===== config.mk =====
export PLATFORM = sky130hd
export DESIGN_NAME = twtt_ram
export DESIGN_NICKNAME = d
export VERILOG_FILES = /design/src/rtl/core/twtt_ram.sv
export SDC_FILE = /design/constraint.sdc
export NUM_CORES = 1
export LEC_CHECK = 0
export BUFFER_PORTS_ARGS = -buffer_cell sky130_fd_sc_hd__buf_2
export CORE_ASPECT_RATIO = 2
export CORE_MARGIN = 2
export CORE_UTILIZATION = 40
export DETAILED_ROUTE_END_ITERATION = 8
export GPL_TIMING_DRIVEN = 0
export MAX_ROUTING_LAYER = met4
export PLACE_DENSITY = 0.56
export SLEW_MARGIN = 10
export SYNTH_ARGS = -nofsm -noshare
export SYNTH_HDL_FRONTEND = slang
export SYNTH_SLANG_ARGS = --single-unit

===== constraint.sdc =====
create_clock -name clk -period 2.1 [get_ports clk]
set_clock_uncertainty 0.1 [all_clocks]
set_input_delay 0.105 -clock clk [delete_from_list [all_inputs] [get_ports clk]]
set_output_delay 0.105 -clock clk [all_outputs]
set_load 0.01 [all_outputs]

===== src/rtl/core/twtt_ram.sv =====
// Generic single-clock RAM with one write port and one registered read port.
module twtt_ram #(
  parameter int WIDTH = 8,
  parameter int DEPTH = 16
) (
  input  logic                     clk,
  input  logic                     we,
  input  logic [$clog2(DEPTH)-1:0] waddr,
  input  logic [WIDTH-1:0]         wdata,
  input  logic [$clog2(DEPTH)-1:0] raddr,
  output logic [WIDTH-1:0]         rdata
);

  logic [WIDTH-1:0] mem [DEPTH];

  always_ff @(posedge clk) begin
    if (we) begin
      mem[waddr] <= wdata;
    end
    rdata <= mem[raddr];
  end

endmodule


==> results, run 1 <==
- Wires add up to 10.4 mm.
- The cell leakage power is 0.00203 uW.
- The average cell area after synthesis is 22.5 um^2.
- The number of filler instances in the final layout is 1042.
- The total global routing track utilization is 16.6%.
- The DRC violation count after routing is 0.
- Synthesis inferred 136 register bits.
- The slew of the pin with the lowest slew margin is 855 ps.
- The count of placed standard cells including taps is 403.
- In this run the core area contains 58 standard-cell rows.
- Detailed placement ended at an HPWL of 6.80 mm.
- The arrival time of the worst setup path is 1750 ps.
- The flow ran to the end, and the final reports show no timing, DRC or antenna violations.
- The latest clock arrival within the worst-skew pair is 420 ps.
- The first global-routing pass estimated 15.2 mm of wire.
- Counting instances, the worst hold path has a depth of 1.
- The number of global-route vias before repair is 2419.
- The utilization after layout is 48.4%.
- The number of antenna diodes in the final layout is 0.
- Final hold analysis gives a worst-case slack of 2.98 ps.
- The final weighted congestion in routability-driven placement is 0.846.
- The floorplan step defined a core boundary enclosing 12600 um^2.
- The initial utilization of the core area, before any placement, comes to 41.0%.
- The die footprint is 13800 um^2.
- The synthesized netlist contains 19 unique library cells.
- The sequential area share after synthesis is 77.8%.
- After the flow finishes, the layout carries non-filler instances totaling 437.
- The number of iterations in the first detailed-routing pass is 4.
- In this run the power density over the cells is 1040 nW/um^2.
- The clock-pin slew reported for the worst setup and hold paths after clock tree synthesis is 60 ps.
- For flop-to-flop paths, the worst setup slack is 540 ps.
- The final-report max-slew violation count came to 0.
- STA classifies the critical path startpoint as a register.
- The layout overhead on the synthesized area is 18.1%.
- The root buffer cell is clkbuf_16.
- The worst register-to-register path ends at rdata[2]$_DFF_P_.
- The overflow left after global routing is 0.
- The worst-case IR drop observed on VDD is 0.569 mV.
- The library cell used most frequently in the layout, excluding fill and tap cells, is edfxtp_1.
- On the worst path, the slowest cell contributes a delay of 570 ps.
- Entering global routing, the biggest net connects 17 pins.
- The Yosys step of the flow raised 0 warnings.
- After layout, the minimum clock period comes to 1560 ps.
- The number of buffers inserted by port buffering is 24.
- Power comes to 6300 uW.
- The final route contains 2371 vias.
- Of the cells placed in the final design, the portion with a size suffix greater than 1 is 29.6%.
- The startpoint of the tightest hold check path is wdata[0].
- The initial antenna violation count was 0.
- The largest fanout on the critical path is 1.
- The final layout contains 292 nets.
- The routed length per placed instance is 23.8 um.
- For the worst setup path, the data required time is 2290 ps.
- The count of mapped cells out of synthesis is 229.
- The source of the worst register-to-register timing path is mem[1][2]$_DFFE_PP_.
- The chip width is 84.2 um.
- Across the run, the number of max-cap violations was 0.
- The mapped netlist covers 5150 um^2.
- The critical path goes through mux4_1 -> a22oi_1 -> nand2_1.
- The post-synthesis net count is 247.
- The class of the most critical setup path is reg -> reg.
- The boundary pin count is 26.
- The number of clock buffers inserted by TritonCTS is 17.
- The worst setup path is captured at a register.
- CTS built an H-tree with a depth of 4.
- The detail-routed via count per cell is 5.43.
- For this block, the initial DRC count from the detailed router was 153.
- The worst hold path terminates at mem[2][0]$_DFFE_PP_.
- Setup repair after global routing left no endpoint under its margin.
- The final number of hold-violating endpoints is 0.
- The worst-case reg-to-reg path depth is 3.
- Of the available clock period, the critical path in the final layout requires 74.1%.
- The clock passes through at most 2 buffers.
- The worst hold path belongs to the class in -> reg.
- The maximum frequency from static timing analysis is 0.642 GHz.
- The floorplan step set the die height to 164 um.
- The TritonCTS clock tree is yes.
- After clock tree synthesis, the repair step resized 0 gates.
- Hold repair after CTS inserted 2 buffers.
- Once the clock tree was built, the setup fixing pass inserted 0 buffers.
- In this run the remaining antenna-violating nets after routing total 0.
- Setup violations remaining at the end of the flow were counted as 0.
- In this run the tightest slew margin relative to its limit is 42.8%.
- The cell type of the slowest stage on the worst timing path is mux4_1.
- Leaving out fill and tap cells, the most frequent cells in the layout are 128 x edfxtp_1, 27 x buf_2, 18 x mux4_2, 17 x clkbuf_16, 16 x a22oi_1.
- The number of clock sinks is 136.
## metrics by stage
step | setup slack, ps | area [um^2] | setup TNS, ps
detailed placement | 106 | 5480 | 0
finish | 543 | 6080 | 0
global placement | -220 | 5460 | -1750
CTS | 543 | 6080 | 0
floorplan | 402 | 5150 | 0
global route | 525 | 6080 | 0
## sequential cells by signal (all words and copies together) (netlist names)
signal / flops
rdata: 8
mem: 128
## metal layers
layer	wire, um	up-vias	share of wire [%]	GRT usage (%)
met5	0	-	0	-
met4	241	0	2.3	7.26
met3	360	17	3.5	4.00
met2	5840	55	56	29.2
met1	3970	1233	38	17.7
li1	-	1066	-	-
## worst max-delay path by stage
stage               slack [ps]             endpoint                start  cells after the start
global placement          -220  mem[0][2]$_DFFE_PP_             waddr[2]                      3
detailed placement         110  mem[2][1]$_DFFE_PP_             waddr[2]                      3
floorplan                  400  mem[0][0]$_DFFE_PP_             waddr[2]                      2
global route               530     rdata[0]$_DFF_P_  mem[3][0]$_DFFE_PP_                      3
CTS                        540  mem[2][1]$_DFFE_PP_             waddr[2]                      3
finish                     540     rdata[2]$_DFF_P_  mem[1][2]$_DFFE_PP_                      3
## area by class of cell
| class | count | area, um^2 | share of cell area (%) |
|---|---|---|---|
| Tap cell | 150 | 188 | 3.09 |
| Multi-Input combinational cell | 83 | 1080 | 17.7 |
| Buffer | 10 | 86.3 | 1.42 |
| Timing Repair Buffer | 26 | 140 | 2.30 |
| Clock inverter | 14 | 156 | 2.57 |
| Clock buffer | 18 | 429 | 7.06 |
| Sequential cell | 136 | 4000 | 65.8 |
## worst max-delay path: cells and delay by family (launching register included)
family	cells	cell delay (ps)
mux	1	570
flops	1	340
compound gates	1	320
simple gates	1	100
## logic make-up after synthesis
logic type | share of synthesized area, %
AND/OR/NAND/NOR | 3.18
AO/OA/AOI/OAI | 2.33
multiplexers | 15.0
buffers and inverters | 1.68
flip-flops | 77.8
## power by group
part | switching, uW | leakage [uW] | internal, uW | total [uW]
clock network | 1100 | 0.000279 | 1850 | 2950
logic | 180 | 0.000528 | 124 | 304
registers | 12.6 | 0.00122 | 3040 | 3050
## Yosys cell counts, drive strengths merged
cell type	number	share of area, %
edfxtp	128	75
mux4	32	15
a22oi	16	2.3
nor2	13	0.95
nand2	9	0.66
dfxtp	8	3.1
buf	7	1.1
nor3	4	0.39
clkdlybuf4s25	3	0.58
nand2b	2	0.24
nand3b	2	0.29
and2	1	0.12
and2b	1	0.15
nand3	1	0.097
nor2b	1	0.12
or3b	1	0.17
Note: power is estimated with default switching activity, not from simulation.
==> inputs of run 2 (changes only) <==
==> constraint.sdc (replaced) <==
create_clock -name clk -period 1.61 [get_ports clk]
set_clock_uncertainty 0.1 [all_clocks]
set_input_delay 0.0805 -clock clk [delete_from_list [all_inputs] [get_ports clk]]
set_output_delay 0.0805 -clock clk [all_outputs]
set_load 0.01 [all_outputs]
==> run 2 against run 1 <==
Utilization increased by 0.63 points. Cell area increased by 1.3%. Via count increased by 1.6%. Critical path depth unchanged. Sequential cell count unchanged. Register-to-register slack got worse by 500 ps. Highest routed layer unchanged.
==> results, run 2 (synthesized netlist as in run 1, its figures left out) <==
- The run finished with clean final reports.
- For flop-to-flop paths, the worst setup slack is 40 ps.
- The die covers 13800 um^2.
- The chip height is 164 um.
- VDD sags by at most 0.733 mV.
- The placeable core region is 12600 um^2.
- Setup repair after global routing left no endpoint under its margin.
- STA classifies the critical path startpoint as a register.
- The number of stages on the worst setup path is 3.
- At the end of routability-driven placement, the weighted congestion stood at 0.823.
- The register with the most flip-flops in the layout has 128 of them.
- The sort of element at the end of the critical path is a register.
- The commonest non-fill, non-tap cell in the layout is edfxtp_1.
- The top cell types in the final layout, fill and taps aside, are 128 x edfxtp_1, 27 x buf_2, 18 x mux4_2, 17 x clkbuf_16, 16 x a22oi_1.
- For the finished layout, the period the worst path requires is 1570 ps.
- In the final layout, the registers with the most flip-flops are mem (128), rdata (8).
- The floorplan has 58 rows.
- Summed over all layers, the global routing overflow is 0.
- The startpoint identified for the worst register-to-register timing path is mem[1][1]$_DFFE_PP_.
- From left edge to right edge, the die measures 84.2 um.
- The initial antenna violation count was 0.
- The final number of hold-violating endpoints is 0.
- The endpoint identified for the worst register-to-register timing path is rdata[1]$_DFF_P_.
- The utilization after layout is 49.1%.
- The worst register-to-register path has a depth of 3.
- After legalization and detailed placement, the total HPWL measured 6.87 mm.
- The starting density of the core is 41.0%.
- The first global-routing pass estimated 15.5 mm of wire.
- The number of filler instances in the final layout is 1045.
- The critical path goes through mux4_1 -> a22oi_1 -> nand2_1.
- The number of global-route vias before repair is 2575.
- Input and output buffers added on the ports amount to 24.
- At the end of the flow, the number of nets in the layout was 298.
- The startpoint of the tightest hold check path is waddr[1].
- Wires add up to 10.3 mm.
- The number of clock buffers inserted by TritonCTS is 17.
- The worst hold path passes through 2 cells.
- The count of antenna-violating nets left after detailed routing is 0.
- Dividing the detail-routed wire length by the instance count gives 23.2 um.
- The TritonCTS clock tree is yes.
- The class of the most critical setup path is reg -> reg.
- The violation count after the first detailed-route iteration is 171.
- The share of the clock period used by the worst path after layout is 97.4%.
- From synthesis to final layout, the design area changed by 19.7%.
- For the worst setup path, the data required time is 1800 ps.
- Post-CTS repair changed the size of 0 cells.
- Entering global routing, the biggest net connects 17 pins.
- Counting along the longest clock path gives a buffer depth of 2.
- The combined buffer and inverter count along the critical path is 0.
- The remaining max-slew budget at the tightest pin is 43.4%.
- The met2 layer wire length in the routed design is 5.81 mm.
- For this block, wires on met1 add up to 3.76 mm.
- The capture point of the worst path is rdata[1]$_DFF_P_.
- Among all stages on the critical path, the largest delay is contributed by mux4_1.
- The class of the worst hold path is in -> reg.
- The share of post-route cells with drive strength above 1 is 29.7%.
- In the routed design, unresolved DRC markers number 0.
- The launching element of the worst setup path is mem[1][1]$_DFFE_PP_.
- The final-report max-slew violation count came to 0.
- For the worst-skew pair, the clock arrives at the later sink with an insertion delay of 410 ps.
- The level count of the clock H-tree is 4.
- The root buffer cell is clkbuf_16.
- The maximum frequency from static timing analysis is 0.638 GHz.
- For the pin with the worst max-slew slack, the measured transition is 847 ps.
- On the worst path, the slowest cell contributes a delay of 580 ps.
- The boundary pin count is 26.
- The detail-routed via count per cell is 5.44.
- The amount of wire on met3 after detailed routing is 455 um.
- The diode insertion count for antenna repair is 0.
- The clock-pin slew reported for the worst setup and hold paths after clock tree synthesis is 60 ps.
- Summed over all cells, the static leakage comes to 0.00205 uW.
- Max-cap violations in this run came to 0.
- The buffer count from post-CTS setup fixing is 0.
- The register name with the most flops is mem.
- For this run, the total global-route usage over all layers was measured as 16.7%.
- Signal routing reaches up to met4.
- The arrival time of the worst setup path is 1760 ps.
- Grouping stages by cell kind, the critical path spends the most delay in multiplexers.
- The number of clock sinks is 136.
- After routing, the total negative slack on setup checks comes to 0 ps.
- For this run, the detailed router's first-pass iteration total came to 4.
- The vias after detailed routing is 2410.
- Setup violations remaining at the end of the flow were counted as 0.
- Power spread over the standard cell area amounts to 1350 nW/um^2.
- In this run the worst path has a maximum fanout of 1.
==> run 2: changes by cell type in the layout (fill, tap and decap cells not counted) <==
cell           before  now
clkinv_2            3    0
clkinv_4            1    3
dlygate4sd3_1       2    8
clkinv_1            3    1
inv_6               1    2
clkinvlp_4          3    5
==> run 2: timing repair <==
item	4_1_cts	5_1_grt
endpoints found under the hold margin	119	0
endpoints found under the setup margin	0	0
hold buffers	8	0
==> run 2: worst min-delay path by stage <==
stage                           to  slack, ps
2_1_floorplan  mem[0][0]$_DFFE_PP_         80
3_3_place_gp              rdata[1]        380
3_5_place_dp              rdata[1]        370
4_1_cts        mem[0][1]$_DFFE_PP_         70
5_1_grt        mem[4][7]$_DFFE_PP_        120
6_report       mem[4][7]$_DFFE_PP_         80
==> run 2: per-layer routing <==
| layer | up-vias | GRT usage [%] |
|---|---|---|
| met5 | - | - |
| li1 | 1072 | - |
| met3 | 18 | 4.20 |
| met1 | 1250 | 17.6 |
| met4 | 0 | 6.89 |
| met2 | 70 | 29.5 |
==> run 2: worst reg2reg max path, stage by stage (launching register included) <==
cell	delay (ps)
edfxtp_1	360
mux4_1	580
a22oi_1	310
nand2_1	100
==> run 2: final cells by class <==
| cell class | instances | area [um^2] | area share (%) |
|---|---|---|---|
| clock inverter | 14 | 175 | 2.84 |
| clock buffer | 18 | 429 | 6.97 |
| multi-input combinational | 83 | 1080 | 17.5 |
| timing repair buffer | 32 | 200 | 3.25 |
| buffer | 10 | 86.3 | 1.40 |
| sequential | 136 | 4000 | 65.0 |
| tap | 150 | 188 | 3.05 |
==> run 2: stage by stage <==
stage                     cells  instance area (um^2)  power (uW)  setup slack (ps)  hold slack, ps
after floorplan             229                  5150        4260               163            79.4
after global placement      403                  5460        4440              -425             377
after detailed placement    403                  5470        4450              -341             373
after CTS                   443                  6150        8350              27.9            74.6
after global routing        443                  6160        8540              7.45             116
final                       443                  6160        8290              41.9            82.2
==> run 2: power breakdown <==
part	switching, uW	internal, uW	total, uW	leakage (uW)
logic	234	171	404	0.000553
registers	17.7	3960	3980	0.00122
clock network	1470	2440	3910	0.000277
total	1720	6570	8290	0.00205
==> inputs of run 3 (changes only) <==
--- a/config.mk
+++ b/config.mk
@@ -8,11 +8,11 @@
 export BUFFER_PORTS_ARGS = -buffer_cell sky130_fd_sc_hd__buf_2
 export CORE_ASPECT_RATIO = 2
 export CORE_MARGIN = 2
-export CORE_UTILIZATION = 40
+export CORE_UTILIZATION = 50
 export DETAILED_ROUTE_END_ITERATION = 8
 export GPL_TIMING_DRIVEN = 0
 export MAX_ROUTING_LAYER = met4
-export PLACE_DENSITY = 0.56
+export PLACE_DENSITY = 0.67
 export SLEW_MARGIN = 10
 export SYNTH_ARGS = -nofsm -noshare
 export SYNTH_HDL_FRONTEND = slang
==> run 3 against run 2 <==
Worst hold slack gained 9.1 ps. Critical path type unchanged. Sequential share of layout area up 0.40 points. Utilization grew 12 points. Sequential cell count did not move. Final cell count fell by 3.4%. Worst setup slack better by 30 ps. Sequential power is essentially flat. Routed wire length down 4.3%. Critical path depth did not move. Die area is 19% lower.
==> results, run 3 (synthesized netlist as in run 1, its figures left out) <==
- At the worst endpoint, the arrival time is 1730 ps.
- The share of total power in sequential cells is 48.8%.
- Ranked by flip-flop count, first place goes to mem.
- The violation count after the first detailed-route iteration is 211.
- The internal power is 6620 uW.
- The relative contribution of combinational cells to total power is 4.9%.
- The detail-routed via count per cell is 5.56.
- The largest fanout on the critical path is 1.
- The flow ran to the end, and the final reports show no timing, DRC or antenna violations.
- Of the total power, the clock network draws 46.3%.
- The startpoint of the tightest hold check path is raddr[1].
- The pin count of the biggest net entering global routing is 17.
- The register with the most flip-flops in the layout has 128 of them.
- In this run switching power makes up 18.9% of total power.
- Setup repair after global routing left no endpoint under its margin.
- Buffers inserted during clock tree synthesis total 17.
- The first global-routing pass estimated 15.0 mm of wire.
- The number of global-route vias before repair is 2475.
- The net count reported at finish is 298.
- The total global routing track utilization is 20.8%.
- The setup slack at placement is -379 ps.
- The worst path needs 1540 ps of the cycle, external delays included.
- Counting the fill cells in the layout gives 697.
- From bottom edge to top edge, the die measures 147 um.
- Leaving out fill and tap cells, the most frequent cell in the layout is edfxtp_1.
- The total of cells resized after clock tree synthesis is 0.
- The tightest min-delay check is of the in -> reg type.
- The initial antenna violation count came to 0.
- The number of antenna diodes in the final layout is 0.
- The routed layout has 2378 vias.
- The kind of cell with the highest combined delay on the critical path is multiplexers.
- The congestion estimate from routability-driven global placement came to 0.760.
- The placeable core region is 10100 um^2.
- After layout, the worst path uses 95.5% of the clock period.
- The worst-case clock buffer depth is 2.
- The source of the worst register-to-register timing path is mem[0][1]$_DFFE_PP_.
- The die footprint is 11200 um^2.
- The clock-pin slew reported for the worst setup and hold paths after clock tree synthesis is 50 ps.
- The DRC violation count after routing is 0.
- The critical path launch point type is a register.
- For this design the static power due to leakage is 0.00206 uW.
- The overflow left after global routing is 0.
- The initial utilization of the core area, before any placement, comes to 51.0%.
- The critical path goes through mux4_1 -> a22oi_1 -> nand2_1.
- The boundary pin count is 26.
- The root buffer cell is clkbuf_16.
- For this run, the number of standard cells in the final layout without fillers is 428.
- The chip width is 75.7 um.
- The library cells used most frequently in the layout, excluding fill and tap cells, are 128 x edfxtp_1, 27 x buf_2, 18 x mux4_2, 17 x clkbuf_16, 16 x a22oi_1.
- The total wirelength of the detailed-routed design is 9.82 mm.
- The remaining max-slew budget at the tightest pin is 41.5%.
- TritonCTS built the clock tree.
- The slew of the pin with the lowest slew margin is 874 ps.
- Once detailed placement completed, the half-perimeter wirelength came to 6.60 mm.
- The share of post-route cells with drive strength above 1 is 28.0%.
- The largest registers in the layout are mem (128), rdata (8).
- The final-report max-slew violation count is 0.
- Row generation in the floorplan step produced 52 rows.
- In this run the power spent charging and discharging nets is 1540 uW.
- Among all stages on the critical path, the largest delay is contributed by mux4_1.
- The utilization after layout is 60.7%.
- The class of the most critical setup path is reg -> reg.
- The final number of hold-violating endpoints is 0.
- Setup violations remaining at the end of the flow were counted as 0.
- The count of max-cap constraint violations is 0.
- Before antenna repair, the detailed router went through 5 iterations.
- The worst setup slack after layout is 71.7 ps.
- The number of clock sinks is 136.
- The data required time at the worst endpoint is 1800 ps.
- The count of placed standard cells including taps is 388.
- The largest single stage delay on the critical path is 560 ps.
- The combined buffer and inverter count along the critical path is 0.
- From synthesis to final layout, the design area changed by 18.9%.
- The detail route stage leaves a number of antenna-violating nets equal to 0.
- The power density normalized to cell area is 1330 nW/um^2.
- After detailed routing, the average wire length per cell comes to 22.9 um.
- The worst setup path is captured at a register.
- The largest vdd supply drop is 1.00 mV.
- The level count of the clock H-tree is 4.
- The latest clock arrival within the worst-skew pair is 410 ps.
- Based on the critical path, the design can be clocked at up to 0.650 GHz.
- The launching element of the worst setup path is mem[0][1]$_DFFE_PP_.
- Buffers placed on the I/O ports in this run total 24.
## run 3: layout make-up
cell class | count | area [um^2] | area share, %
Clock inverter | 3 | 65.1 | 1.06
Timing Repair Buffer | 32 | 200 | 3.27
Tap cell | 135 | 169 | 2.76
Clock buffer | 29 | 520 | 8.50
Sequential cell | 136 | 4000 | 65.4
Multi-Input combinational cell | 83 | 1080 | 17.6
Buffer | 10 | 86.3 | 1.41
## run 3: final timing paths
check	endpoint	slack, ps	cells past startpoint
hold reg to reg	rdata[6]$_DFF_P_	600	3
hold / removal	rdata[0]$_DFF_P_	90	4
setup / recovery	rdata[1]$_DFF_P_	70	3
setup reg to reg	rdata[1]$_DFF_P_	70	3
## run 3: power groups by stage
stage	Sequential [uW]	Combinational, uW	Clock (uW)
after floorplan	4060	201	0
after global placement	4050	382	0
after detailed placement	4050	393	0
after CTS	3980	408	3820
after global routing	3990	437	4010
final	3980	401	3780
## run 3: worst reg2reg max path, stage by stage, from the launching register on
cell and delay (ps):
edfxtp_1 360, mux4_1 560, a22oi_1 320, nand2_1 90
## run 3: routing by layer
layer  vias to the layer above  routed length [um]  global-route usage, %
met3                        12                 375                   4.84
met4                         0                 244                   8.86
li1                       1074                   -                      -
met2                        68                5540                   32.6
met1                      1224                3660                   25.5
met5                         -                   0                      -
## run 3: what timing repair did
| item | in CTS | in global routing |
|---|---|---|
| endpoints found under the hold margin | 120 | 0 |
| buffers inserted | 0 | 0 |
| endpoints found under the setup margin | 0 | 0 |
| hold buffers | 8 | 0 |
## run 3: per-stage QoR
step                hold slack [ps]  total power, uW  TNS [ps]  cell area (um^2)
detailed placement              373             4440    -16790              5440
global placement                373             4430    -14770              5440
finish                         91.3             8160         0              6120
CTS                            54.7             8210         0              6110
global route                    122             8430         0              6120
floorplan                      79.4             4260         0              5150
